**src/pis_pkg.sv**
```systemverilog
// ----------------------------------------------------------------------------
// pis_pkg: shared types and constants for the PID with integral separation
// Configuration layout, register indexes and reset values.
// ----------------------------------------------------------------------------
package pis_pkg;

    localparam int GAIN_WIDTH      = 16;
    localparam int CFG_DATA_WIDTH  = 16;
    localparam int CFG_INDEX_WIDTH = 3;
    localparam int DRIVE_WIDTH     = 16;

    localparam logic [CFG_INDEX_WIDTH-1:0] REG_GAIN_P     = 3'd0;
    localparam logic [CFG_INDEX_WIDTH-1:0] REG_GAIN_I     = 3'd1;
    localparam logic [CFG_INDEX_WIDTH-1:0] REG_GAIN_D     = 3'd2;
    localparam logic [CFG_INDEX_WIDTH-1:0] REG_SEP_LIMIT  = 3'd3;
    localparam logic [CFG_INDEX_WIDTH-1:0] REG_DRIVE_MIN  = 3'd4;
    localparam logic [CFG_INDEX_WIDTH-1:0] REG_DRIVE_MAX  = 3'd5;

    typedef struct packed {
        logic        [GAIN_WIDTH-1:0]  gain_p;
        logic        [GAIN_WIDTH-1:0]  gain_i;
        logic        [GAIN_WIDTH-1:0]  gain_d;
        logic        [GAIN_WIDTH-1:0]  separation_limit;
        logic signed [DRIVE_WIDTH-1:0] drive_min;
        logic signed [DRIVE_WIDTH-1:0] drive_max;
    } cfg_t;

    localparam cfg_t CFG_RESET = '{
        gain_p:           16'd2048,
        gain_i:           16'd246,
        gain_d:           16'd205,
        separation_limit: 16'd15,
        drive_min:        -16'sd80,
        drive_max:        16'sd80
    };

endpackage

```
**src/pid_integral_separation.sv**
```systemverilog
// ----------------------------------------------------------------------------
// pid_integral_separation: positional PID controller with integral separation
// Stages: input register, error/integral, multipliers and sum/clamp,
// the last of which is the output register.
// Throughput: one word per cycle while the output is not stalled; the
// integral add-and-saturate feeds back on itself, which sets that figure.
// Reset: clears all valid flags, the previous error and the integral, and
// loads the default gains and limits.
// ----------------------------------------------------------------------------
module pid_integral_separation #(
    parameter int DATA_WIDTH     = 16,
    parameter int SUM_WIDTH      = 32,
    parameter int GAIN_FRAC_BITS = 12
) (
    input  logic                                      clk,
    input  logic                                      rst_n,

    input  logic                                      cfg_we,
    input  logic [pis_pkg::CFG_INDEX_WIDTH-1:0]       cfg_index,
    input  logic [pis_pkg::CFG_DATA_WIDTH-1:0]        cfg_data,

    input  logic                                      in_valid,
    output logic                                      in_stall,
    input  logic signed [DATA_WIDTH-1:0]              measured,
    input  logic signed [DATA_WIDTH-1:0]              setpoint,

    output logic                                      out_valid,
    input  logic                                      out_stall,
    output logic signed [pis_pkg::DRIVE_WIDTH-1:0]    drive,
    output logic                                      clamped
);

    // Configuration registers. The user writes them only while the pipeline is empty; the block does not enforce it.
    pis_pkg::cfg_t cfg_reg;

    always_ff @(posedge clk or negedge rst_n)
    begin
        if (!rst_n)
            cfg_reg <= pis_pkg::CFG_RESET;
        else if (cfg_we)
        begin
            case (cfg_index)
                pis_pkg::REG_GAIN_P:    cfg_reg.gain_p           <= cfg_data;
                pis_pkg::REG_GAIN_I:    cfg_reg.gain_i           <= cfg_data;
                pis_pkg::REG_GAIN_D:    cfg_reg.gain_d           <= cfg_data;
                pis_pkg::REG_SEP_LIMIT: cfg_reg.separation_limit <= cfg_data;
                pis_pkg::REG_DRIVE_MIN: cfg_reg.drive_min        <= $signed(cfg_data);
                pis_pkg::REG_DRIVE_MAX: cfg_reg.drive_max        <= $signed(cfg_data);
                default:                ; // drop writes to unused indexes
            endcase
        end
    end

    // Pipeline valid flags. Each stage advances when it is empty or when the
    // stage after it moves on, so bubbles collapse and an input word can be
    // taken while a finished result still waits on the output, if a stage is free.
    logic valid0_reg;
    logic valid1_reg;
    logic valid2_reg;
    logic valid3_reg;
    logic ready0;
    logic ready1;
    logic ready2;
    logic ready3;
    logic in_accept;

    assign ready3    = !valid3_reg || !out_stall;
    assign ready2    = !valid2_reg || ready3;
    assign ready1    = !valid1_reg || ready2;
    assign ready0    = !valid0_reg || ready1;
    assign in_stall  = !ready0;
    assign in_accept = in_valid && ready0;

    always_ff @(posedge clk or negedge rst_n)
    begin
        if (!rst_n)
        begin
            valid0_reg <= 1'b0;
            valid1_reg <= 1'b0;
            valid2_reg <= 1'b0;
            valid3_reg <= 1'b0;
        end
        else
        begin
            if (ready0)
                valid0_reg <= in_valid;
            if (ready1)
                valid1_reg <= valid0_reg;
            if (ready2)
                valid2_reg <= valid1_reg;
            if (ready3)
                valid3_reg <= valid2_reg;
        end
    end

    // Stage 0/1: input register, error, derivative difference, integral.
    // The state advances only when a word moves into stage 1, so each
    // sample updates it exactly once and in order.
    logic signed [DATA_WIDTH:0]   err;
    logic signed [DATA_WIDTH+1:0] diff;
    logic signed [SUM_WIDTH-1:0]  error_sum;

    pis_error_stage #(
        .DATA_WIDTH (DATA_WIDTH),
        .SUM_WIDTH  (SUM_WIDTH)
    ) u_error (
        .clk              (clk),
        .rst_n            (rst_n),
        .in_load          (in_accept),
        .calc_load        (valid0_reg && ready1),
        .measured         (measured),
        .setpoint         (setpoint),
        .gain_i           (cfg_reg.gain_i),
        .separation_limit (cfg_reg.separation_limit),
        .err              (err),
        .diff             (diff),
        .error_sum        (error_sum)
    );

    // Stage 2: the three gain products.
    logic signed [pis_pkg::GAIN_WIDTH+DATA_WIDTH+1:0] prod_p;
    logic signed [pis_pkg::GAIN_WIDTH+SUM_WIDTH:0]    prod_i;
    logic signed [pis_pkg::GAIN_WIDTH+DATA_WIDTH+2:0] prod_d;

    pis_mult_stage #(
        .DATA_WIDTH (DATA_WIDTH),
        .SUM_WIDTH  (SUM_WIDTH)
    ) u_mult (
        .clk       (clk),
        .load      (valid1_reg && ready2),
        .cfg       (cfg_reg),
        .err       (err),
        .diff      (diff),
        .error_sum (error_sum),
        .prod_p    (prod_p),
        .prod_i    (prod_i),
        .prod_d    (prod_d)
    );

    // Stage 3: sum, floor shift, clamp; this is the output register.
    pis_output_stage #(
        .DATA_WIDTH     (DATA_WIDTH),
        .SUM_WIDTH      (SUM_WIDTH),
        .GAIN_FRAC_BITS (GAIN_FRAC_BITS)
    ) u_output (
        .clk     (clk),
        .load    (valid2_reg && ready3),
        .cfg     (cfg_reg),
        .prod_p  (prod_p),
        .prod_i  (prod_i),
        .prod_d  (prod_d),
        .drive   (drive),
        .clamped (clamped)
    );

    assign out_valid = valid3_reg;

    // A stalled output with a word behind it keeps both words.
    assert property (@(posedge clk) disable iff (!rst_n)
        (valid3_reg && out_stall && valid2_reg) |=> (valid3_reg && valid2_reg))
        else $error("pipeline lost a word under output stall");

    // A taken result with nothing behind it leaves the output empty.
    assert property (@(posedge clk) disable iff (!rst_n)
        (valid3_reg && !out_stall && !valid2_reg) |=> !valid3_reg)
        else $error("result word repeated on output");

    // An input word taken during an output stall needs a free stage.
    assert property (@(posedge clk) disable iff (!rst_n)
        (in_accept && valid3_reg && out_stall) |-> !(valid0_reg && valid1_reg && valid2_reg))
        else $error("input accepted into a full pipeline");

endmodule

```
**src/pis_error_stage.sv**
```systemverilog
// ----------------------------------------------------------------------------
// pis_error_stage: input register, error and separated integral
// Holds the previous error and the saturating integral.
// ----------------------------------------------------------------------------
module pis_error_stage #(
    parameter int DATA_WIDTH = 16,
    parameter int SUM_WIDTH  = 32
) (
    input  logic                                  clk,
    input  logic                                  rst_n,
    input  logic                                  in_load,
    input  logic                                  calc_load,
    input  logic signed [DATA_WIDTH-1:0]          measured,
    input  logic signed [DATA_WIDTH-1:0]          setpoint,
    input  logic        [pis_pkg::GAIN_WIDTH-1:0] gain_i,
    input  logic        [pis_pkg::GAIN_WIDTH-1:0] separation_limit,
    output logic signed [DATA_WIDTH:0]            err,
    output logic signed [DATA_WIDTH+1:0]          diff,
    output logic signed [SUM_WIDTH-1:0]           error_sum
);

    localparam int ERR_WIDTH  = DATA_WIDTH + 1;
    localparam int DIFF_WIDTH = DATA_WIDTH + 2;
    localparam int EXT_WIDTH  = ((SUM_WIDTH > ERR_WIDTH) ? SUM_WIDTH : ERR_WIDTH) + 1;
    localparam int MAG_WIDTH  = (ERR_WIDTH > pis_pkg::GAIN_WIDTH) ? ERR_WIDTH
                                                                  : pis_pkg::GAIN_WIDTH;
    localparam logic signed [SUM_WIDTH-1:0] SUM_MAX = {1'b0, {(SUM_WIDTH-1){1'b1}}};
    localparam logic signed [SUM_WIDTH-1:0] SUM_MIN = {1'b1, {(SUM_WIDTH-1){1'b0}}};

    logic signed [DATA_WIDTH-1:0] meas_reg;
    logic signed [DATA_WIDTH-1:0] setp_reg;
    logic signed [ERR_WIDTH-1:0]  err_reg;
    logic signed [ERR_WIDTH-1:0]  err_next;
    logic signed [DIFF_WIDTH-1:0] diff_reg;
    logic signed [DIFF_WIDTH-1:0] diff_next;
    logic signed [SUM_WIDTH-1:0]  sum_reg;
    logic signed [SUM_WIDTH-1:0]  sum_next;
    logic        [ERR_WIDTH-1:0]  mag;
    logic signed [EXT_WIDTH-1:0]  sum_ext;
    logic                         integrate;

    always_ff @(posedge clk)
    begin
        if (in_load)
        begin
            meas_reg <= measured;
            setp_reg <= setpoint;
        end
    end

    assign err_next  = ERR_WIDTH'(setp_reg) - ERR_WIDTH'(meas_reg);
    assign diff_next = DIFF_WIDTH'(err_next) - DIFF_WIDTH'(err_reg);
    assign mag       = err_next[ERR_WIDTH-1] ? ERR_WIDTH'(-err_next) : ERR_WIDTH'(err_next);
    assign integrate = (gain_i != '0) && (MAG_WIDTH'(mag) < MAG_WIDTH'(separation_limit));
    assign sum_ext   = EXT_WIDTH'(sum_reg) + EXT_WIDTH'(err_next);

    // Integrate inside the separation band, saturating; clear outside it or when gain_i is zero.
    always_comb
    begin
        if (!integrate)
            sum_next = '0;
        else if (sum_ext > EXT_WIDTH'(SUM_MAX))
            sum_next = SUM_MAX;
        else if (sum_ext < EXT_WIDTH'(SUM_MIN))
            sum_next = SUM_MIN;
        else
            sum_next = sum_ext[SUM_WIDTH-1:0];
    end

    // err_reg doubles as the previous error for the next sample.
    always_ff @(posedge clk or negedge rst_n)
    begin
        if (!rst_n)
        begin
            err_reg <= '0;
            sum_reg <= '0;
        end
        else if (calc_load)
        begin
            err_reg <= err_next;
            sum_reg <= sum_next;
        end
    end

    always_ff @(posedge clk)
    begin
        if (calc_load)
            diff_reg <= diff_next;
    end

    assign err       = err_reg;
    assign diff      = diff_reg;
    assign error_sum = sum_reg;

endmodule

```
**src/pis_mult_stage.sv**
```systemverilog
// ----------------------------------------------------------------------------
// pis_mult_stage: gain multipliers
// Registers the proportional, integral and derivative products.
// ----------------------------------------------------------------------------
module pis_mult_stage #(
    parameter int DATA_WIDTH = 16,
    parameter int SUM_WIDTH  = 32
) (
    input  logic                                                clk,
    input  logic                                                load,
    input  pis_pkg::cfg_t                                       cfg,
    input  logic signed [DATA_WIDTH:0]                          err,
    input  logic signed [DATA_WIDTH+1:0]                        diff,
    input  logic signed [SUM_WIDTH-1:0]                         error_sum,
    output logic signed [pis_pkg::GAIN_WIDTH+DATA_WIDTH+1:0]    prod_p,
    output logic signed [pis_pkg::GAIN_WIDTH+SUM_WIDTH:0]       prod_i,
    output logic signed [pis_pkg::GAIN_WIDTH+DATA_WIDTH+2:0]    prod_d
);

    localparam int P_WIDTH = pis_pkg::GAIN_WIDTH + DATA_WIDTH + 2;
    localparam int I_WIDTH = pis_pkg::GAIN_WIDTH + SUM_WIDTH + 1;
    localparam int D_WIDTH = pis_pkg::GAIN_WIDTH + DATA_WIDTH + 3;

    logic signed [P_WIDTH-1:0] prod_p_reg;
    logic signed [I_WIDTH-1:0] prod_i_reg;
    logic signed [D_WIDTH-1:0] prod_d_reg;
    logic signed [P_WIDTH-1:0] prod_p_next;
    logic signed [I_WIDTH-1:0] prod_i_next;
    logic signed [D_WIDTH-1:0] prod_d_next;

    // Gains are unsigned: prepend a zero bit to keep them positive.
    assign prod_p_next = P_WIDTH'($signed({1'b0, cfg.gain_p})) * P_WIDTH'(err);
    assign prod_i_next = I_WIDTH'($signed({1'b0, cfg.gain_i})) * I_WIDTH'(error_sum);
    assign prod_d_next = D_WIDTH'($signed({1'b0, cfg.gain_d})) * D_WIDTH'(diff);

    always_ff @(posedge clk)
    begin
        if (load)
        begin
            prod_p_reg <= prod_p_next;
            prod_i_reg <= prod_i_next;
            prod_d_reg <= prod_d_next;
        end
    end

    assign prod_p = prod_p_reg;
    assign prod_i = prod_i_reg;
    assign prod_d = prod_d_reg;

endmodule

```
**src/pis_output_stage.sv**
```systemverilog
// ----------------------------------------------------------------------------
// pis_output_stage: sum, scale and clamp
// Adds the three terms, drops the fraction bits and applies the limits.
// ----------------------------------------------------------------------------
module pis_output_stage #(
    parameter int DATA_WIDTH     = 16,
    parameter int SUM_WIDTH      = 32,
    parameter int GAIN_FRAC_BITS = 12
) (
    input  logic                                                clk,
    input  logic                                                load,
    input  pis_pkg::cfg_t                                       cfg,
    input  logic signed [pis_pkg::GAIN_WIDTH+DATA_WIDTH+1:0]    prod_p,
    input  logic signed [pis_pkg::GAIN_WIDTH+SUM_WIDTH:0]       prod_i,
    input  logic signed [pis_pkg::GAIN_WIDTH+DATA_WIDTH+2:0]    prod_d,
    output logic signed [pis_pkg::DRIVE_WIDTH-1:0]              drive,
    output logic                                                clamped
);

    localparam int I_WIDTH   = pis_pkg::GAIN_WIDTH + SUM_WIDTH + 1;
    localparam int D_WIDTH   = pis_pkg::GAIN_WIDTH + DATA_WIDTH + 3;
    localparam int ACC_WIDTH = ((I_WIDTH > D_WIDTH) ? I_WIDTH : D_WIDTH) + 2;

    logic signed [ACC_WIDTH-1:0]            acc;
    logic signed [ACC_WIDTH-1:0]            scaled;
    logic signed [ACC_WIDTH-1:0]            upper_cut;
    logic signed [ACC_WIDTH-1:0]            lower_cut;
    logic                                   over_max;
    logic                                   under_min;
    logic signed [pis_pkg::DRIVE_WIDTH-1:0] drive_reg;
    logic                                   clamped_reg;

    assign acc    = ACC_WIDTH'(prod_p) + ACC_WIDTH'(prod_i) + ACC_WIDTH'(prod_d);
    assign scaled = acc >>> GAIN_FRAC_BITS;

    // Upper limit first, then lower, so drive_min wins on inverted limits.
    assign over_max  = scaled > ACC_WIDTH'(cfg.drive_max);
    assign upper_cut = over_max ? ACC_WIDTH'(cfg.drive_max) : scaled;
    assign under_min = upper_cut < ACC_WIDTH'(cfg.drive_min);
    assign lower_cut = under_min ? ACC_WIDTH'(cfg.drive_min) : upper_cut;

    always_ff @(posedge clk)
    begin
        if (load)
        begin
            drive_reg   <= lower_cut[pis_pkg::DRIVE_WIDTH-1:0];
            clamped_reg <= over_max || under_min;
        end
    end

    assign drive   = drive_reg;
    assign clamped = clamped_reg;

endmodule

```
**config.mk**
```make
export PLATFORM = sky130hd
export DESIGN_NAME = pid_integral_separation
export DESIGN_NICKNAME = d
export VERILOG_FILES = /design/src/pis_pkg.sv /design/src/pid_integral_separation.sv /design/src/pis_error_stage.sv /design/src/pis_mult_stage.sv /design/src/pis_output_stage.sv
export SDC_FILE = /design/constraint.sdc
export NUM_CORES = 2
export LEC_CHECK = 0
export ABC_AREA = 1
export BUFFER_PORTS_ARGS = -buffer_cell sky130_fd_sc_hd__buf_4
export CORE_MARGIN = 4
export CORE_UTILIZATION = 40
export CTS_CLUSTER_DIAMETER = 60
export DETAILED_ROUTE_END_ITERATION = 6
export SLEW_MARGIN = 20
export SYNTH_ARGS = -nofsm -noshare
export SYNTH_HDL_FRONTEND = slang
export SYNTH_SLANG_ARGS = --single-unit
```
**constraint.sdc**
```tcl
create_clock -name clk -period 6.9 [get_ports clk]
set_input_delay 0.345 -clock clk [delete_from_list [all_inputs] [get_ports clk]]
set_output_delay 0.345 -clock clk [all_outputs]
set_load 0.005 [all_outputs]
```
## Word-level counts from Yosys, hierarchy flattened

Cells that the tools add are included.

- Register bits: 334
- Input bits: 56
- Word-level logic and storage cells: 69

- $add $sub $neg: 6
- Multipliers: 3
- Magnitude comparators: 5
- Equality and inequality tests: 5
- Muxes and demuxes: 6
- Reductions and logical operators: 24

Operator list:

| operator | count |
|---|---|
| $mux 32 | 3 |
| $add 50x35->51 | 1 |
| $lt 51x16->1 | 1 |
| $mux 51 | 1 |
| $add 34x49->50 | 1 |
| $mul 17x32->49 | 1 |
| $gt 39x16->1 | 1 |
| $mul 17x18->35 | 1 |
| $mul 17x17->34 | 1 |
| $add 32x17->33 | 1 |
| $gt 33x32->1 const B | 1 |
| $lt 33x32->1 const B | 1 |
| $sub 17x17->18 | 1 |
| $lt 17x16->1 | 1 |
| $mux 17 | 1 |
| $neg 17->17 | 1 |
| $sub 16x16->17 | 1 |
| $mux 16 | 1 |
| $reduce_bool 16->1 | 1 |
| $reduce_and 2->1 | 6 |
| $eq 3x2->1 const B | 2 |
| $eq 3x3->1 const B | 2 |
| $logic_not 1->1 | 6 |
| $logic_and 1x1->1 | 5 |
| other kinds (3) | 7 |

## Depth between registers and ports, before layout

- Depth after elaboration: 6
- Mapped depth: 49
- Depth with buffers taken out: 47

## By module

From an unflattened synthesis, not the netlist that was laid out.

- Cell total of the unflattened synthesis: 8632
- Area, all modules: 65743.1 µm²

By module, submodules not included:

| module | instances | cells each | area each (µm²) | sequential area each (µm²) |
|---|---|---|---|---|
| pis_mult_stage | 1 | 5952 | 45645.0 | 3543.4 |
| pis_error_stage | 1 | 1194 | 8554.5 | 2727.6 |
| pis_output_stage | 1 | 1092 | 7254.5 | 510.5 |
| pid_integral_separation | 1 | 394 | 4289.1 | 2538.7 |

## Worst setup path before layout

OpenSTA, ideal clock, no wires.

- Path type: register to register
- Start: reg u_mult.prod_p_reg[33], in the netlist u_mult.prod_p[33]
- End: reg u_output.drive_reg, in the netlist u_output.drive[5] (data pin)
- Data arrival time: 6210 ps
- Required time: 6647 ps
- Slack: 437 ps
- Cell stages (with the launch flop): 37
- Buffers on the path: 2
- Clock period less this slack: 6463 ps
- Cell sequence: edfxtp_1 -> fa_1 -> ha_1 -> nand2_1 -> nor2_1 -> inv_1 -> nor4_1 -> nand3_1 -> nand3_1 -> nand2_1 -> nand2_1 -> xor2_1 -> inv_1 -> ha_1 -> nand2_1 -> nor2_4 -> nand3_2 -> nor2_2 -> nand2_1 -> nor2_2 -> nor2_1 -> nand3_1 -> nand3_2 -> inv_1 -> nand2_1 -> buf_1 -> o21ai_0 -> inv_1 -> ha_1 -> nand4_1 -> nor4_1 -> nand2_4 -> nand2_4 -> nand2_4 -> buf_8 -> nand3_1 -> nand2_1

- Longest elaborated chain between the ends: 6

RTL lines:

| what | RTL line | text |
|---|---|---|
| start, declared | pis_mult_stage.sv:24 | `logic signed [P_WIDTH-1:0] prod_p_reg;` |
| start signal, assigned | pis_mult_stage.sv:40 | `prod_p_reg <= prod_p_next;` |
| $add 34x49->50 (*) | pis_output_stage.sv:33 | `assign acc = ACC_WIDTH'(prod_p) + ACC_WIDTH'(prod_i) + ACC_WIDTH'(prod_d);` |
| $add 50x35->51 (*) | pis_output_stage.sv:33 |  |
| $gt 39x16->1 | pis_output_stage.sv:37 | `assign over_max = scaled > ACC_WIDTH'(cfg.drive_max);` |
| $mux 51 (*) | pis_output_stage.sv:38 | `assign upper_cut = over_max ? ACC_WIDTH'(cfg.drive_max) : scaled;` |
| $lt 51x16->1 | pis_output_stage.sv:39 | `assign under_min = upper_cut < ACC_WIDTH'(cfg.drive_min);` |
| $mux 16 (*) | pis_output_stage.sv:40 | `assign lower_cut = under_min ? ACC_WIDTH'(cfg.drive_min) : upper_cut;` |
| named net u_output.lower_cut[5] | pis_output_stage.sv:27 | `logic signed [ACC_WIDTH-1:0] lower_cut;` |
| end signal, assigned | pis_output_stage.sv:46 | `drive_reg <= lower_cut[pis_pkg::DRIVE_WIDTH-1:0];` |
| end, declared | pis_output_stage.sv:30 | `logic signed [pis_pkg::DRIVE_WIDTH-1:0] drive_reg;` |

The timed path passes the listed nets; every way through them passes the cells marked *.
A chain may end at the register's enable or synchronous reset.

## Worst setup path after layout

- Start: reg cfg_reg[66] (netlist name)
- End: reg u_mult.prod_i_reg[46], in the netlist u_mult.prod_i[46] (data pin)

- Longest elaborated chain between the ends: 1

RTL lines:

| what | RTL line | text |
|---|---|---|
| $mul 17x32->49 | pis_mult_stage.sv:33 | `assign prod_i_next = I_WIDTH'($signed({1'b0, cfg.gain_i})) * I_WIDTH'(error_sum);` |
| named net u_mult.prod_i_next[46] | pis_mult_stage.sv:28 | `logic signed [I_WIDTH-1:0] prod_i_next;` |
| end signal, assigned | pis_mult_stage.sv:41 | `prod_i_reg <= prod_i_next;` |
| end, declared | pis_mult_stage.sv:25 | `logic signed [I_WIDTH-1:0] prod_i_reg;` |

The timed path passes the listed nets, and every way through them passes these cells.

==> run summary <==
Outcome: finished with violations
Failing checks: DRC
Worst-Margin Slew: 1.08 ns
Total grt overflow: 0
Die X: 399 µm
IO Count: 75
DRT antenna net count: 0
Most used flip-flop cell after synthesis: edfxtp_1
Slew HR: 27.5%
First DRT Iteration DRCs: 3,398
# clock sinks: 334
Starting Density: 40.2%
First-pass GRT wire length: 278,000 µm
Setup TNS: 0 ns
Top cell type's share of synthesized area: 34.2%
Sequential area share after synthesis: 15.3%
Die area: 159,000 µm²
Clock tree root buffer cell: clkbuf_16
WHS: 0.306 ns
Clk_lat worst skew: 0.65 ns
Syn Inst Count: 7,473
Cell repeated most along the worst path: fa_1
CP cell instances: buf_8, nand2_1, fa_1, inv_1, fa_1, inv_1, fa_1, fa_1, fa_1, inv_1, fa_1, ha_1, a21oi_1, inv_1, a31oi_1, o211ai_1, a21oi_1, inv_1, a21oi_1, o31ai_1, xor2_1
TritonRoute pass-1 iters: 7
Register bit total from synthesis: 334
Final hold vios: 0
Tcrit/Tclk final: 96.1%
Reg2Reg Launch Point: cfg_reg[66]
Fmax: 151 MHz
CP Launch Point: cfg_reg[66]
# port buffers: 74
Mean Syn Cell Area: 8.17 µm²
H-tree depth: 2
Count of cell types in the netlist: 66
Ys Warns: 0
WP data arrival: 6.97 ns
Largest net degree at the start of global routing: 81
Final setup fails: 0
Vias after detailed routing: 47,500
DRC Markers: 1
Fillers: 15,100
Routability Congestion: 0.927
Routed WL: 172,000 µm
Async set-reset flop share out of synthesis: 44.6%
Die H: 399 µm
Crit start category: flip-flop
Post-synth EDFFs: 185
Fraction of layout cells with a size suffix above 1: 6.76%
CP Class: reg -> reg
Wire length per cell: 17.9 µm
Worst Skew: 0.0532 ns
Core Area: 152,000 µm²
Final min period: 6.63 ns
Slowest stage cell, crit path: dfstp_4
Net count after synthesis: 9,112
Cell Rows: 143
Max-Cap Viols: 0
Area grow syn2layout: 9.35%
Final number of max-transition violations: 0
Tot GR Track Use: 22.2%
Clk buf depth: 3
Nets@finish: 9,155
Clk pin slew, worst setup/hold paths: 0.07 ns
Worst-path maximum fanout: 13
Mapped cell area: 61,100 µm²
Top cell type by total area after synthesis: fa_1
CP peak stage delay: 0.76 ns
Number of CTS-inserted buffers: 52
Max reg flops: 96
Worst Setup End Kind: flip-flop
Vias in the first global route: 49,800
Post-DP HPWL: 143,000 µm
CTS tree: yes
WP data required: 7.23 ns
Hold Crit Class: in -> async
Vias per inst: 4.94
Antenna violations before repair: 15
Largest cells by area after synthesis: fa_1 (34%), inv_1 (12%), ha_1 (11%)
==> cell usage in the layout, fill, tap and decap left out, types with 8 or more instances in the layout <==
| master | n |
|---|---|
| a21boi_0 | 14 |
| a21o_1 | 21 |
| a21oi_1 | 291 |
| a21oi_2 | 11 |
| a31oi_1 | 53 |
| buf_4 | 256 |
| clkbuf_16 | 52 |
| dfrtp_1 | 116 |
| dfstp_2 | 24 |
| diode_2 | 10 |
| dlygate4sd3_1 | 35 |
| edfxtp_1 | 185 |
| fa_1 | 1042 |
| ha_1 | 540 |
| inv_1 | 1979 |
| inv_6 | 9 |
| nand2_1 | 1764 |
| nand2_2 | 13 |
| nand3_1 | 116 |
| nand3_2 | 22 |
| nand4_1 | 23 |
| nor2_1 | 219 |
| nor2_2 | 11 |
| nor3_1 | 29 |
| nor4_1 | 14 |
| o211ai_1 | 8 |
| o21a_1 | 21 |
| o21ai_0 | 232 |
| o21ai_1 | 56 |
| o21ai_2 | 18 |
| o21bai_1 | 13 |
| o221ai_1 | 10 |
| or2_2 | 17 |
| xnor2_1 | 74 |
| xor2_1 | 140 |
==> cell usage after synthesis (3+ instances only) <==
| master | instances |
|---|---|
| o21ai_1 | 50 |
| a21oi_2 | 3 |
| nand2_2 | 5 |
| nor2_2 | 6 |
| o21a_1 | 21 |
| inv_1 | 1981 |
| nor2_1 | 225 |
| clkbuf_1 | 288 |
| nor4_1 | 15 |
| a211oi_1 | 7 |
| xor2_1 | 141 |
| nand2_1 | 1773 |
| xnor2_1 | 74 |
| nand4_1 | 23 |
| o31ai_1 | 7 |
| or2_1 | 3 |
| nand3b_1 | 5 |
| dfrtp_1 | 120 |
| nor3_1 | 31 |
| dfstp_2 | 29 |
| nand3_1 | 118 |
| nand2_4 | 4 |
| a21o_1 | 21 |
| a31oi_1 | 54 |
| nand3_2 | 20 |
| ha_1 | 541 |
| or4_1 | 3 |
| o21ai_2 | 4 |
| or2_2 | 17 |
| o21bai_1 | 13 |
| o21ai_0 | 252 |
| a21boi_0 | 15 |
| and3_1 | 3 |
| buf_6 | 8 |
| a21oi_1 | 300 |
| fa_1 | 1042 |
| edfxtp_1 | 185 |
| clkinv_1 | 3 |
| buf_1 | 9 |
| o221ai_1 | 10 |
| buf_2 | 5 |
| o211ai_1 | 8 |
==> cells by family after synthesis <==
family	count (synthesis)	synth area share (%)
flip-flops	334	15.3
AND/OR/NAND/NOR	2260	14.9
AO/OA/AOI/OAI	780	7.12
adder cells (fa/ha/maj)	1583	45.3
XOR/XNOR	218	3.16
buffers and inverters	2298	14.3
==> final cells by class <==
class | instances | area [µm²] | area share (%)
Timing Repair Buffer | 299 | 2400 | 3.60
Clock buffer | 59 | 1330 | 1.99
Inverter | 1985 | 7460 | 11.2
Sequential cell | 334 | 9340 | 14.0
Clock inverter | 37 | 363 | 0.543
Tap cell | 2030 | 2540 | 3.80
Multi-Input combinational cell | 4844 | 43300 | 64.9
Antenna cell | 10 | 25.0 | 0.0375
==> critical path, delay by kind of cell, from the launching register on <==
kind	cells	cell delay (ns)
fa+ha+maj	7	3.49
flops	1	0.76
xor+xnor	1	0.15
compound gates	6	1.28
buf+inv	6	0.56
simple gates	1	0.10
==> what timing repair did <==
item	in CTS	in global routing
cloned	0	3
setup endpoints to repair	16	28
hold endpoints to repair	98	0
gates resized for setup	2	86
pin swaps	0	10
buffers inserted	0	9
hold buffers	35	0
==> final timing paths <==
path / depth (start not counted) / endpoint / slack, ns
max: 21 / u_mult.prod_i[46] / 0.27
min: 2 / u_error.error_sum[27] / 0.31
max reg2reg: 21 / u_mult.prod_i[46] / 0.27
min reg2reg: 2 / valid2_reg / 0.47
max in group asynchronous: 3 / cfg_reg[58] / 5.34
min in group clk: 3 / cfg_reg[50] / 0.36
==> layer usage <==
layer	wire [µm]	share of wire [%]	vias up	GRT usage, %
met1	74300	43	23600	30.2
met4	4890	2.9	6	6.09
met3	11100	6.5	234	3.17
met2	81200	47	1341	37.1
li1	-	-	22300	-
met5	34	0.020	-	0
==> metrics by stage <==
| step | utilization (%) | instance area, µm² | setup slack [ns] | cells |
|---|---|---|---|---|
| 3_3_place_gp | 42.3 | 64300 | -0.129 | 9445 |
| 3_5_place_dp | 42.3 | 64300 | -0.233 | 9445 |
| 4_1_cts | 43.7 | 66300 | 0.0864 | 9576 |
| 5_1_grt | 43.9 | 66700 | -0.0422 | 9590 |
| 6_report | 44.0 | 66800 | 0.268 | 9598 |
| 2_1_floorplan | - | 61100 | 0.437 | 7473 |
Power is not shown: default switching activity piles up to over one toggle a cycle in this logic, so the estimate is an artifact.
